[src/hdl/dpd_pkg.sv]
// Shared constants for the detection proposal decoder.
package dpd_pkg;

    // Largest number of class scores in one row
    localparam int MAX_CLASSES = 128;

    // Row position counter covers five box slots plus the class scores
    localparam int POS_W = ($clog2(MAX_CLASSES + 5) > 8) ? $clog2(MAX_CLASSES + 5) : 8;

    localparam int VALUE_W   = 32;
    localparam int LABEL_W   = 7;
    localparam int CONF_W    = 16;
    localparam int CNT_W     = 8;
    localparam int SIZE_W    = 13;
    localparam int THR_W     = 16;
    localparam int FRAC_W    = 15;
    localparam int PROD_W    = 2 * VALUE_W;
    localparam int EDGE_W    = VALUE_W + 2;

    localparam int IN_DATA_W  = 32;
    localparam int OUT_DATA_W = 152;

    // Configuration port
    localparam int CFG_INDEX_W = 2;
    localparam int CFG_DATA_W  = 16;

    localparam logic [CFG_INDEX_W-1:0] CFG_CLASS_COUNT = 2'd0;
    localparam logic [CFG_INDEX_W-1:0] CFG_IMAGE_SIZE  = 2'd1;
    localparam logic [CFG_INDEX_W-1:0] CFG_OBJ_THR     = 2'd2;
    localparam logic [CFG_INDEX_W-1:0] CFG_SCORE_THR   = 2'd3;

    localparam logic [CNT_W-1:0]  RST_CLASS_COUNT = 8'd80;
    localparam logic [SIZE_W-1:0] RST_IMAGE_SIZE  = 13'd320;
    localparam logic [THR_W-1:0]  RST_OBJ_THR     = 16'd16384;
    localparam logic [THR_W-1:0]  RST_SCORE_THR   = 16'd16384;

    // Slots within a row
    localparam logic [POS_W-1:0] POS_CX          = POS_W'(0);
    localparam logic [POS_W-1:0] POS_CY          = POS_W'(1);
    localparam logic [POS_W-1:0] POS_W_BOX       = POS_W'(2);
    localparam logic [POS_W-1:0] POS_H_BOX       = POS_W'(3);
    localparam logic [POS_W-1:0] POS_OBJ         = POS_W'(4);
    localparam logic [POS_W-1:0] POS_FIRST_SCORE = POS_W'(5);

endpackage

[src/hdl/detection_proposal_decode.sv]
// Detection proposal decoder: streams detector rows in, emits thresholded boxes.
//
// Input stream (s_axis): one signed Q16.15 value per word, rows laid out as
// cx, cy, w, h, objectness, then class_count class scores. Rows follow each
// other with no gap and no framing; the row position counter finds the end.
// Output stream (m_axis): one word per kept box, carrying left/top/right/bottom
// edges (Q16.15), confidence (Q1.15) and class label.
// Configuration (i_cfg_*): one register written per cycle; the user must write only
// while the block idles, the block itself does not enforce it. Throughput: one input
// word per cycle while s_axis_tready is high. The class argmax updates as each score
// arrives; at a row end the row is captured in stage A, stage B forms the 32x32
// product, the objectness test and the edges, and the output register takes the
// score compare and the confidence saturation; m_axis is driven from the output
// register.
// Stalls: stage A, stage B and the output register absorb backpressure; stage B
// drops a box that fails the objectness test. s_axis_tready drops only while
// all three hold work and m_axis is stalled.
// Reset (synchronous, active low) clears the row position, the pipeline valid
// bits and loads the default configuration.
module detection_proposal_decode (
    input  logic                               i_clk,
    input  logic                               i_rst_n,
    input  logic                               i_cfg_we,
    input  logic [dpd_pkg::CFG_INDEX_W-1:0]    i_cfg_index,
    input  logic [dpd_pkg::CFG_DATA_W-1:0]     i_cfg_data,
    input  logic                               s_axis_tvalid,
    output logic                               s_axis_tready,
    input  logic [dpd_pkg::IN_DATA_W-1:0]      s_axis_tdata,  // [31:0] row_value
    output logic                               m_axis_tvalid,
    input  logic                               m_axis_tready,
    // [31:0] left_edge, [63:32] top_edge, [95:64] right_edge,
    // [127:96] bottom_edge, [143:128] confidence, [150:144] class_label, [151] zero
    output logic [dpd_pkg::OUT_DATA_W-1:0]     m_axis_tdata
);

    localparam int VW = dpd_pkg::VALUE_W;
    localparam int EW = dpd_pkg::EDGE_W;
    localparam int PW = dpd_pkg::POS_W;
    localparam int LW = dpd_pkg::LABEL_W;

    // ---------------- configuration ----------------
    logic [dpd_pkg::CNT_W-1:0]  r_class_count;
    logic [dpd_pkg::SIZE_W-1:0] r_image_size;
    logic [dpd_pkg::THR_W-1:0]  r_obj_thr;
    logic [dpd_pkg::THR_W-1:0]  r_score_thr;

    always_ff @(posedge i_clk) begin
        if (!i_rst_n) begin
            r_class_count <= dpd_pkg::RST_CLASS_COUNT;
            r_image_size  <= dpd_pkg::RST_IMAGE_SIZE;
            r_obj_thr     <= dpd_pkg::RST_OBJ_THR;
            r_score_thr   <= dpd_pkg::RST_SCORE_THR;
        end else if (i_cfg_we) begin
            case (i_cfg_index)
                dpd_pkg::CFG_CLASS_COUNT: r_class_count <= i_cfg_data[dpd_pkg::CNT_W-1:0];
                dpd_pkg::CFG_IMAGE_SIZE:  r_image_size  <= i_cfg_data[dpd_pkg::SIZE_W-1:0];
                dpd_pkg::CFG_OBJ_THR:     r_obj_thr     <= i_cfg_data[dpd_pkg::THR_W-1:0];
                dpd_pkg::CFG_SCORE_THR:   r_score_thr   <= i_cfg_data[dpd_pkg::THR_W-1:0];
                default: ;
            endcase
        end
    end

    // class count limited to 1..MAX_CLASSES
    logic [PW-1:0] class_eff;
    logic [PW-1:0] row_last;

    always_comb begin
        if (r_class_count == '0) begin
            class_eff = PW'(1);
        end else if (PW'(r_class_count) > PW'(dpd_pkg::MAX_CLASSES)) begin
            class_eff = PW'(dpd_pkg::MAX_CLASSES);
        end else begin
            class_eff = PW'(r_class_count);
        end
        row_last = dpd_pkg::POS_OBJ + class_eff;
    end

    // ---------------- row accumulation ----------------
    logic                 r_a_valid, r_b_valid, r_o_valid;
    logic                 r_b_pass;
    logic                 b_adv, a_adv;
    logic                 acc, row_end;
    logic signed [VW-1:0] in_val;

    logic [PW-1:0]        r_pos;
    logic signed [VW-1:0] r_cx, r_cy, r_w, r_h, r_obj, r_best;
    logic [LW-1:0]        r_label;
    logic signed [VW-1:0] n_best;
    logic [LW-1:0]        n_label;

    // input waits only while stage A holds a row that cannot move on
    assign s_axis_tready = a_adv;
    assign acc           = s_axis_tvalid && s_axis_tready;
    assign in_val        = $signed(s_axis_tdata[VW-1:0]);
    assign row_end       = (r_pos >= row_last);

    always_comb begin
        n_best  = r_best;
        n_label = r_label;
        if (r_pos == dpd_pkg::POS_FIRST_SCORE) begin
            n_best  = in_val;
            n_label = '0;
        end else if (in_val > r_best) begin
            n_best  = in_val;
            n_label = LW'(r_pos - dpd_pkg::POS_FIRST_SCORE);
        end
    end

    always_ff @(posedge i_clk) begin
        if (!i_rst_n) begin
            r_pos <= '0;
        end else if (acc) begin
            r_pos <= row_end ? '0 : r_pos + PW'(1);
        end
    end

    always_ff @(posedge i_clk) begin
        if (acc) begin
            case (r_pos)
                dpd_pkg::POS_CX:    r_cx  <= in_val;
                dpd_pkg::POS_CY:    r_cy  <= in_val;
                dpd_pkg::POS_W_BOX: r_w   <= in_val;
                dpd_pkg::POS_H_BOX: r_h   <= in_val;
                dpd_pkg::POS_OBJ:   r_obj <= in_val;
                default: begin
                    r_best  <= n_best;
                    r_label <= n_label;
                end
            endcase
        end
    end

    // ---------------- stage A: captured row ----------------
    logic signed [VW-1:0] r_a_cx, r_a_cy, r_a_w, r_a_h, r_a_obj, r_a_best;
    logic [LW-1:0]        r_a_label;

    // stage B can always drop a box that fails the objectness test
    assign b_adv = !r_b_valid || !r_b_pass || !r_o_valid || m_axis_tready;
    assign a_adv = !r_a_valid || b_adv;

    always_ff @(posedge i_clk) begin
        if (!i_rst_n) begin
            r_a_valid <= 1'b0;
        end else begin
            r_a_valid <= (acc && row_end) || (r_a_valid && !a_adv);
        end
    end

    always_ff @(posedge i_clk) begin
        if (acc && row_end) begin
            r_a_cx    <= r_cx;
            r_a_cy    <= r_cy;
            r_a_w     <= r_w;
            r_a_h     <= r_h;
            r_a_obj   <= r_obj;
            r_a_best  <= n_best;
            r_a_label <= n_label;
        end
    end

    // ---------------- stage B: product and edges ----------------
    function automatic logic signed [VW-1:0] lower_edge(
        input logic signed [VW-1:0] c,
        input logic signed [VW-1:0] size
    );
        logic signed [EW-1:0] e;
        logic signed [VW-1:0] half;
        half = size >>> 1;
        e    = EW'(c) - EW'(half);
        if (e < 0) begin
            lower_edge = '0;
        end else if (e > EW'(32'sh7FFF_FFFF)) begin
            lower_edge = 32'sh7FFF_FFFF;
        end else begin
            lower_edge = e[VW-1:0];
        end
    endfunction

    function automatic logic signed [VW-1:0] upper_edge(
        input logic signed [VW-1:0] c,
        input logic signed [VW-1:0] size,
        input logic signed [EW-1:0] limit
    );
        logic signed [EW-1:0] e;
        logic signed [VW-1:0] half;
        half = size >>> 1;
        e    = EW'(c) + EW'(half);
        if (e > limit) begin
            e = limit;
        end
        if (e < EW'(32'sh8000_0000)) begin
            upper_edge = 32'sh8000_0000;
        end else begin
            upper_edge = e[VW-1:0];
        end
    endfunction

    logic signed [EW-1:0]  edge_limit;
    assign edge_limit = (EW'($signed({1'b0, r_image_size})) - EW'(1)) <<< dpd_pkg::FRAC_W;

    logic signed [dpd_pkg::PROD_W-1:0] r_b_prod;
    logic signed [VW-1:0]              r_b_left, r_b_top, r_b_right, r_b_bottom;
    logic [LW-1:0]                     r_b_label;

    always_ff @(posedge i_clk) begin
        if (!i_rst_n) begin
            r_b_valid <= 1'b0;
        end else if (b_adv) begin
            r_b_valid <= r_a_valid;
        end
    end

    always_ff @(posedge i_clk) begin
        if (b_adv && r_a_valid) begin
            r_b_prod   <= r_a_obj * r_a_best;
            r_b_pass   <= (r_a_obj >= $signed({{(VW-dpd_pkg::THR_W){1'b0}}, r_obj_thr}));
            r_b_left   <= lower_edge(r_a_cx, r_a_w);
            r_b_top    <= lower_edge(r_a_cy, r_a_h);
            r_b_right  <= upper_edge(r_a_cx, r_a_w, edge_limit);
            r_b_bottom <= upper_edge(r_a_cy, r_a_h, edge_limit);
            r_b_label  <= r_a_label;
        end
    end

    // ---------------- output register ----------------
    logic                     prod_ok;
    logic [dpd_pkg::CONF_W-1:0] conf;
    logic                     o_load;
    logic [dpd_pkg::OUT_DATA_W-1:0] r_o_data;

    assign prod_ok = (r_b_prod >= $signed({{(dpd_pkg::PROD_W - dpd_pkg::THR_W
                                             - dpd_pkg::FRAC_W){1'b0}},
                                           r_score_thr, {dpd_pkg::FRAC_W{1'b0}}}));
    // product is non-negative whenever it passes the score test
    assign conf    = (|r_b_prod[dpd_pkg::PROD_W-2:VW-1]) ? '1
                   : r_b_prod[VW-2:dpd_pkg::FRAC_W];
    assign o_load  = !r_o_valid || m_axis_tready;

    always_ff @(posedge i_clk) begin
        if (!i_rst_n) begin
            r_o_valid <= 1'b0;
        end else if (o_load) begin
            r_o_valid <= r_b_valid && r_b_pass && prod_ok;
        end
    end

    always_ff @(posedge i_clk) begin
        if (o_load && r_b_valid) begin
            r_o_data <= {1'b0, r_b_label, conf, r_b_bottom, r_b_right, r_b_top, r_b_left};
        end
    end

    assign m_axis_tvalid = r_o_valid;
    assign m_axis_tdata  = r_o_data;

endmodule

[config.mk]
export PLATFORM = sky130hd
export DESIGN_NAME = detection_proposal_decode
export DESIGN_NICKNAME = d
export VERILOG_FILES = /design/src/hdl/dpd_pkg.sv /design/src/hdl/detection_proposal_decode.sv
export SDC_FILE = /design/constraint.sdc
export NUM_CORES = 2
export LEC_CHECK = 0
export BUFFER_PORTS_ARGS = -buffer_cell sky130_fd_sc_hd__clkbuf_2
export CAP_MARGIN = 20
export CORE_MARGIN = 3
export CORE_UTILIZATION = 65
export CTS_CLUSTER_SIZE = 40
export DETAILED_ROUTE_END_ITERATION = 10
export PLACE_DENSITY = 0.83
export REMOVE_ABC_BUFFERS = 1
export SYNTH_ARGS = -nofsm -noshare
export SYNTH_HDL_FRONTEND = slang
export SYNTH_SLANG_ARGS = --single-unit
[constraint.sdc]
create_clock -name i_clk -period 13.3 [get_ports i_clk]
set_input_delay 0.665 -clock i_clk [delete_from_list [all_inputs] [get_ports i_clk]]
set_output_delay 0.665 -clock i_clk [all_outputs]
set_load 0.01 [all_outputs]
==> impl_summary.txt <==
----------------------------------------------------
[Yosys]
  Most used flip-flop cell after synthesis ... sky130_fd_sc_hd__edfxtp_1
  EDFF count, synth ... roughly 750
  Post-synth ARST share ... 0%
  Number of distinct library cells after synthesis ... between 90 and 100
  Yosys warning count ... 0
  Post-Synthesis Cells ... between 6k and 7k
  Sequential element share of the synthesized area ... between 30% and 40%
  Largest area contributor in the netlist ... sky130_fd_sc_hd__edfxtp_1
  Post-Synthesis Mean Instance Area ... 11.0 µm²
  Post-synthesis register bit count ... 809
  Mapped Area ... ~73000 µm²
  Area fraction of the dominant cell type after synthesis ... slightly above 30%
  Leading cell types by total area after synthesis ... sky130_fd_sc_hd__edfxtp_1, sky130_fd_sc_hd__fa_1, sky130_fd_sc_hd__ha_1

[Route]
  Highest metal used ... met5
  Routed via count ... between 40k and 50k
  First-pass detailed-route iteration total ... 7
  Number of nets with antenna violations after routing ... 0
  Wire length the detailed router placed on met1 ... about 70000 µm
  Average wire per standard cell ... between 20 and 25 µm
  Total Wirelength ... approximately 190000 µm
  Met3 Routed Length ... roughly 21000 µm
  Met2 wire length ... about 86000 µm
  Number of vias per cell after detailed routing ... between 5 and 6
  Count of routing violations after the opening detailed-route iteration ... approximately 4.8k
  DRC violation count after routing ... 0

[Die]
  Die Footprint ... roughly 120000 µm²
  Placement row count ... between 100 and 150
  Area of the core ... between 100000 and 150000 µm²
  Vertical extent of the die ... around 340 µm
  Initial core utilization ... roughly 66%
  Total I/O pin count ... roughly 210
  Die Wd ... between 300 and 400 µm

[Clock network]
  Num CTS Buffers ... 83
  # H-tree levels ... 3
  Total number of clock tree sinks ... about 810
  Clock latency at the later pin of the worst-skew pair ... 0.67 ns
  CTS tree ... done
  Clk buf depth ... 3
  Reg clk slew, reported paths ... roughly 0.060 ns
  Clock tree root driver cell ... sky130_fd_sc_hd__clkbuf_16
  Buffers inserted by post-CTS timing repair ... 0
  Hold-fix buffers at CTS ... 0
  PostCTS Resize Cnt ... 0

[Power and ir drop]
  Static leakage ... approximately 34 nW
  Peak supply drop ... around 0.10 mV
  PwrDens ... between 70 and 80 nW/µm²
  Total design power ... ~5.7 mW

[Worst setup path]
  FF-to-FF Start ... r_a_obj[11]
  Critical Path Start ... r_a_obj[11]
  Sort of element at the start of the critical path ... flip-flop
  Critical path required time ... between 10 and 15 ns
  CP max stage delay ... ~0.65 ns
  Register-to-register setup slack ... approximately 4.2 ns
  Buffers & Inverters on Critical Path ... 5
  Gate family responsible for the most delay along the worst path ... adder cells
  CP Class ... reg2reg
  Slowest-stage cell, CP ... sky130_fd_sc_hd__o21ai_0
  Crit path top cell by count ... sky130_fd_sc_hd__fa_1
  Highest net fanout along the worst path ... 33
  Cell count of the worst reg-to-reg path ... 25
  Critical path endpoint category ... flip-flop
  Arrival time at the worst endpoint ... 9.53 ns
  Capturing point of the worst reg2reg path ... r_b_prod[62]

[Worst hold path]
  Worst min-delay path endpoint ... r_a_valid
  Beginning of the worst hold path ... s_axis_tvalid
  Hold Path Depth ... 3
  HP Class ... in2reg

[STA]
  Fin Clk Skew ... 0.0311 ns
  Headroom to the max-slew limit ... between 20% and 30%
  Number of failing hold endpoints at the final stage ... 0
  Worst slew pin tran ... 1.14 ns
  Highest achievable clock rate ... roughly 110 MHz
  Time the final worst path needs with I/O delays and setup ... 9.11 ns
  Final Max Tran Viols ... 0
  Final count of negative-setup-slack endpoints ... 0
  Total negative slack for setup checks ... 0 ns
  RSZ-0062 raised after global routing ... false
  Post-route clock period utilization ... approximately 70%

[Finish]
  Area overhead of the layout relative to synthesis ... 7.43%
  Share of layout cells above drive strength 1 ... under 10%
  Nets ... 8247
  Design Area, Final ... just under 80000 µm²

[Placed design]
  Detail Placement HPWL ... 139000 µm
  Post-detailed-placement cell area ... around 75000 µm²
  Number of input and output port buffers inserted ... between 200 and 250
  Placer Congestion ... 0.978

[Global route]
  Gr usage total ... around 33%
  Remaining Overflow, GRT ... 0
  First-pass GRT wire length ... about 300000 µm
  Maximum number of pins on one net before global-route repair ... 86
  Antenna violations before repair ... 5
  Vias in the first global route ... about 53k

[Job]
  Maximum Capacitance Violations ... 0

[Status]
  Status ... completed

----------------------------------------------------
[power breakdown]
group / internal (mW) / total (mW) / leakage (nW) / switching [mW]
combinational: 0.190 / 0.495 / 25.6 / 0.306
clock: 1.35 / 2.39 / 1.35 / 1.04
sequential: 2.81 / 2.83 / 7.21 / 0.0160
total: 4.35 / 5.72 / 34.1 / 1.36
[state kept, by name, indices dropped and copies added (netlist names), 8 cells and up]
name,flops
m_axis_tdata,151
r_w,31
r_a_cx,32
r_pos,8
r_a_h,31
r_image_size,13
r_b_left,32
r_b_top,32
r_best,32
r_h,31
r_a_w,31
r_cx,32
r_cy,32
r_class_count,8
r_obj,32
r_a_obj,32
r_score_thr,16
r_obj_thr,16
r_b_bottom,32
r_a_cy,32
r_b_right,32
r_b_prod,64
r_a_best,32
[cell families (layout without fill, tap and decap cells)]
group | count (synthesis) | count (layout) | share of synthesized area (%)
simple gates | 1723 | 1723 | 11.9
fa+ha+maj | 1513 | 1513 | 37.3
buf+inv | 1509 | 1661 | 7.96
flops | 809 | 809 | 32.6
compound gates | 780 | 780 | 7.11
xor+xnor | 208 | 208 | 2.51
mux | 46 | 46 | 0.698
other cells | 1 | 8 | 0.00516
[placed cells by master, fill, tap and decap left out, types with 96 or more instances in the layout]
cell	synthesis	layout
sky130_fd_sc_hd__a21o_1	96	96
sky130_fd_sc_hd__a21oi_1	257	255
sky130_fd_sc_hd__and2_1	516	515
sky130_fd_sc_hd__clkbuf_2	3	208
sky130_fd_sc_hd__edfxtp_1	745	745
sky130_fd_sc_hd__fa_1	1086	1086
sky130_fd_sc_hd__ha_1	427	427
sky130_fd_sc_hd__inv_1	1205	1205
sky130_fd_sc_hd__nand2_1	681	681
sky130_fd_sc_hd__nor2_1	157	156
sky130_fd_sc_hd__o21ai_0	96	96
sky130_fd_sc_hd__xnor2_1	155	155
[worst reg2reg max path: stages (launching register included)]
cell and delay [ns]:
sky130_fd_sc_hd__edfxtp_1 0.32, sky130_fd_sc_hd__buf_4 0.49, sky130_fd_sc_hd__and2_1 0.28, sky130_fd_sc_hd__fa_1 0.45, sky130_fd_sc_hd__fa_1 0.52, sky130_fd_sc_hd__fa_1 0.52
sky130_fd_sc_hd__inv_1 0.05, sky130_fd_sc_hd__fa_1 0.50, sky130_fd_sc_hd__inv_1 0.06, sky130_fd_sc_hd__fa_1 0.50, sky130_fd_sc_hd__inv_1 0.05, sky130_fd_sc_hd__fa_1 0.54
sky130_fd_sc_hd__inv_1 0.05, sky130_fd_sc_hd__fa_1 0.44, sky130_fd_sc_hd__fa_1 0.53, sky130_fd_sc_hd__ha_1 0.38, sky130_fd_sc_hd__nand2_1 0.09, sky130_fd_sc_hd__o21ai_0 0.32
sky130_fd_sc_hd__o41ai_1 0.60, sky130_fd_sc_hd__o21ai_0 0.40, sky130_fd_sc_hd__o21ai_0 0.65, sky130_fd_sc_hd__nand3_1 0.23, sky130_fd_sc_hd__a41oi_1 0.46, sky130_fd_sc_hd__o21ai_0 0.16
sky130_fd_sc_hd__a21oi_1 0.19, sky130_fd_sc_hd__xnor2_1 0.08
[per-layer routing]
layer  vias up  track usage [%]
met2      2817             52.0
li1      21150                -
met4         4             14.8
met3       625             8.75
met1     24685             43.7
met5         -                0
[synth_stat cells, drive strengths merged (41+ instances only)]
master	n
o21ai	120
nand3	52
a21oi	263
nand2	681
nand2b	48
fa	1086
edfxtp	745
a21boi	46
inv	1207
clkbuf	259
o21bai	45
nor2b	69
xor2	53
xnor2	155
ha	427
and2	516
nor2	157
a21o	96
dfxtp	64
nand4	43
buf	41
[area by class of cell]
type                            count  area (µm²)
Multi-Input combinational cell   4273       43300
Fill cell                        7580       32800
Sequential cell                   809       23700
Inverter                         1209        4540
Clock buffer                      101        2230
Timing Repair Buffer              303        1870
Tap cell                         1488        1860
Clock inverter                     48         581
Antenna cell                        5        12.5
[worst max path at each step]
stage / endpoint / slack, ns / cells past startpoint
after global placement: r_b_prod[63] / 4.32 / 26
after detailed placement: r_b_prod[63] / 4.23 / 26
final: r_b_prod[62] / 4.19 / 25
after global routing: r_b_prod[63] / 3.65 / 26
after CTS: r_b_prod[63] / 4.20 / 26
after floorplan: r_a_best[0] / 2.73 / 13
[per-stage QoR]
stage	hold WS, ns	util, %	std cells	setup slack (ns)
after global placement	0.400	67.7	8074	4.32
after CTS	0.255	70.3	8223	4.20
after detailed placement	0.405	67.7	8074	4.23
after floorplan	0.400	-	6291	2.73
after global routing	0.307	70.4	8231	3.65
final	0.295	70.4	8236	4.19
No activity file was read; power rests on OpenSTA's default activity.
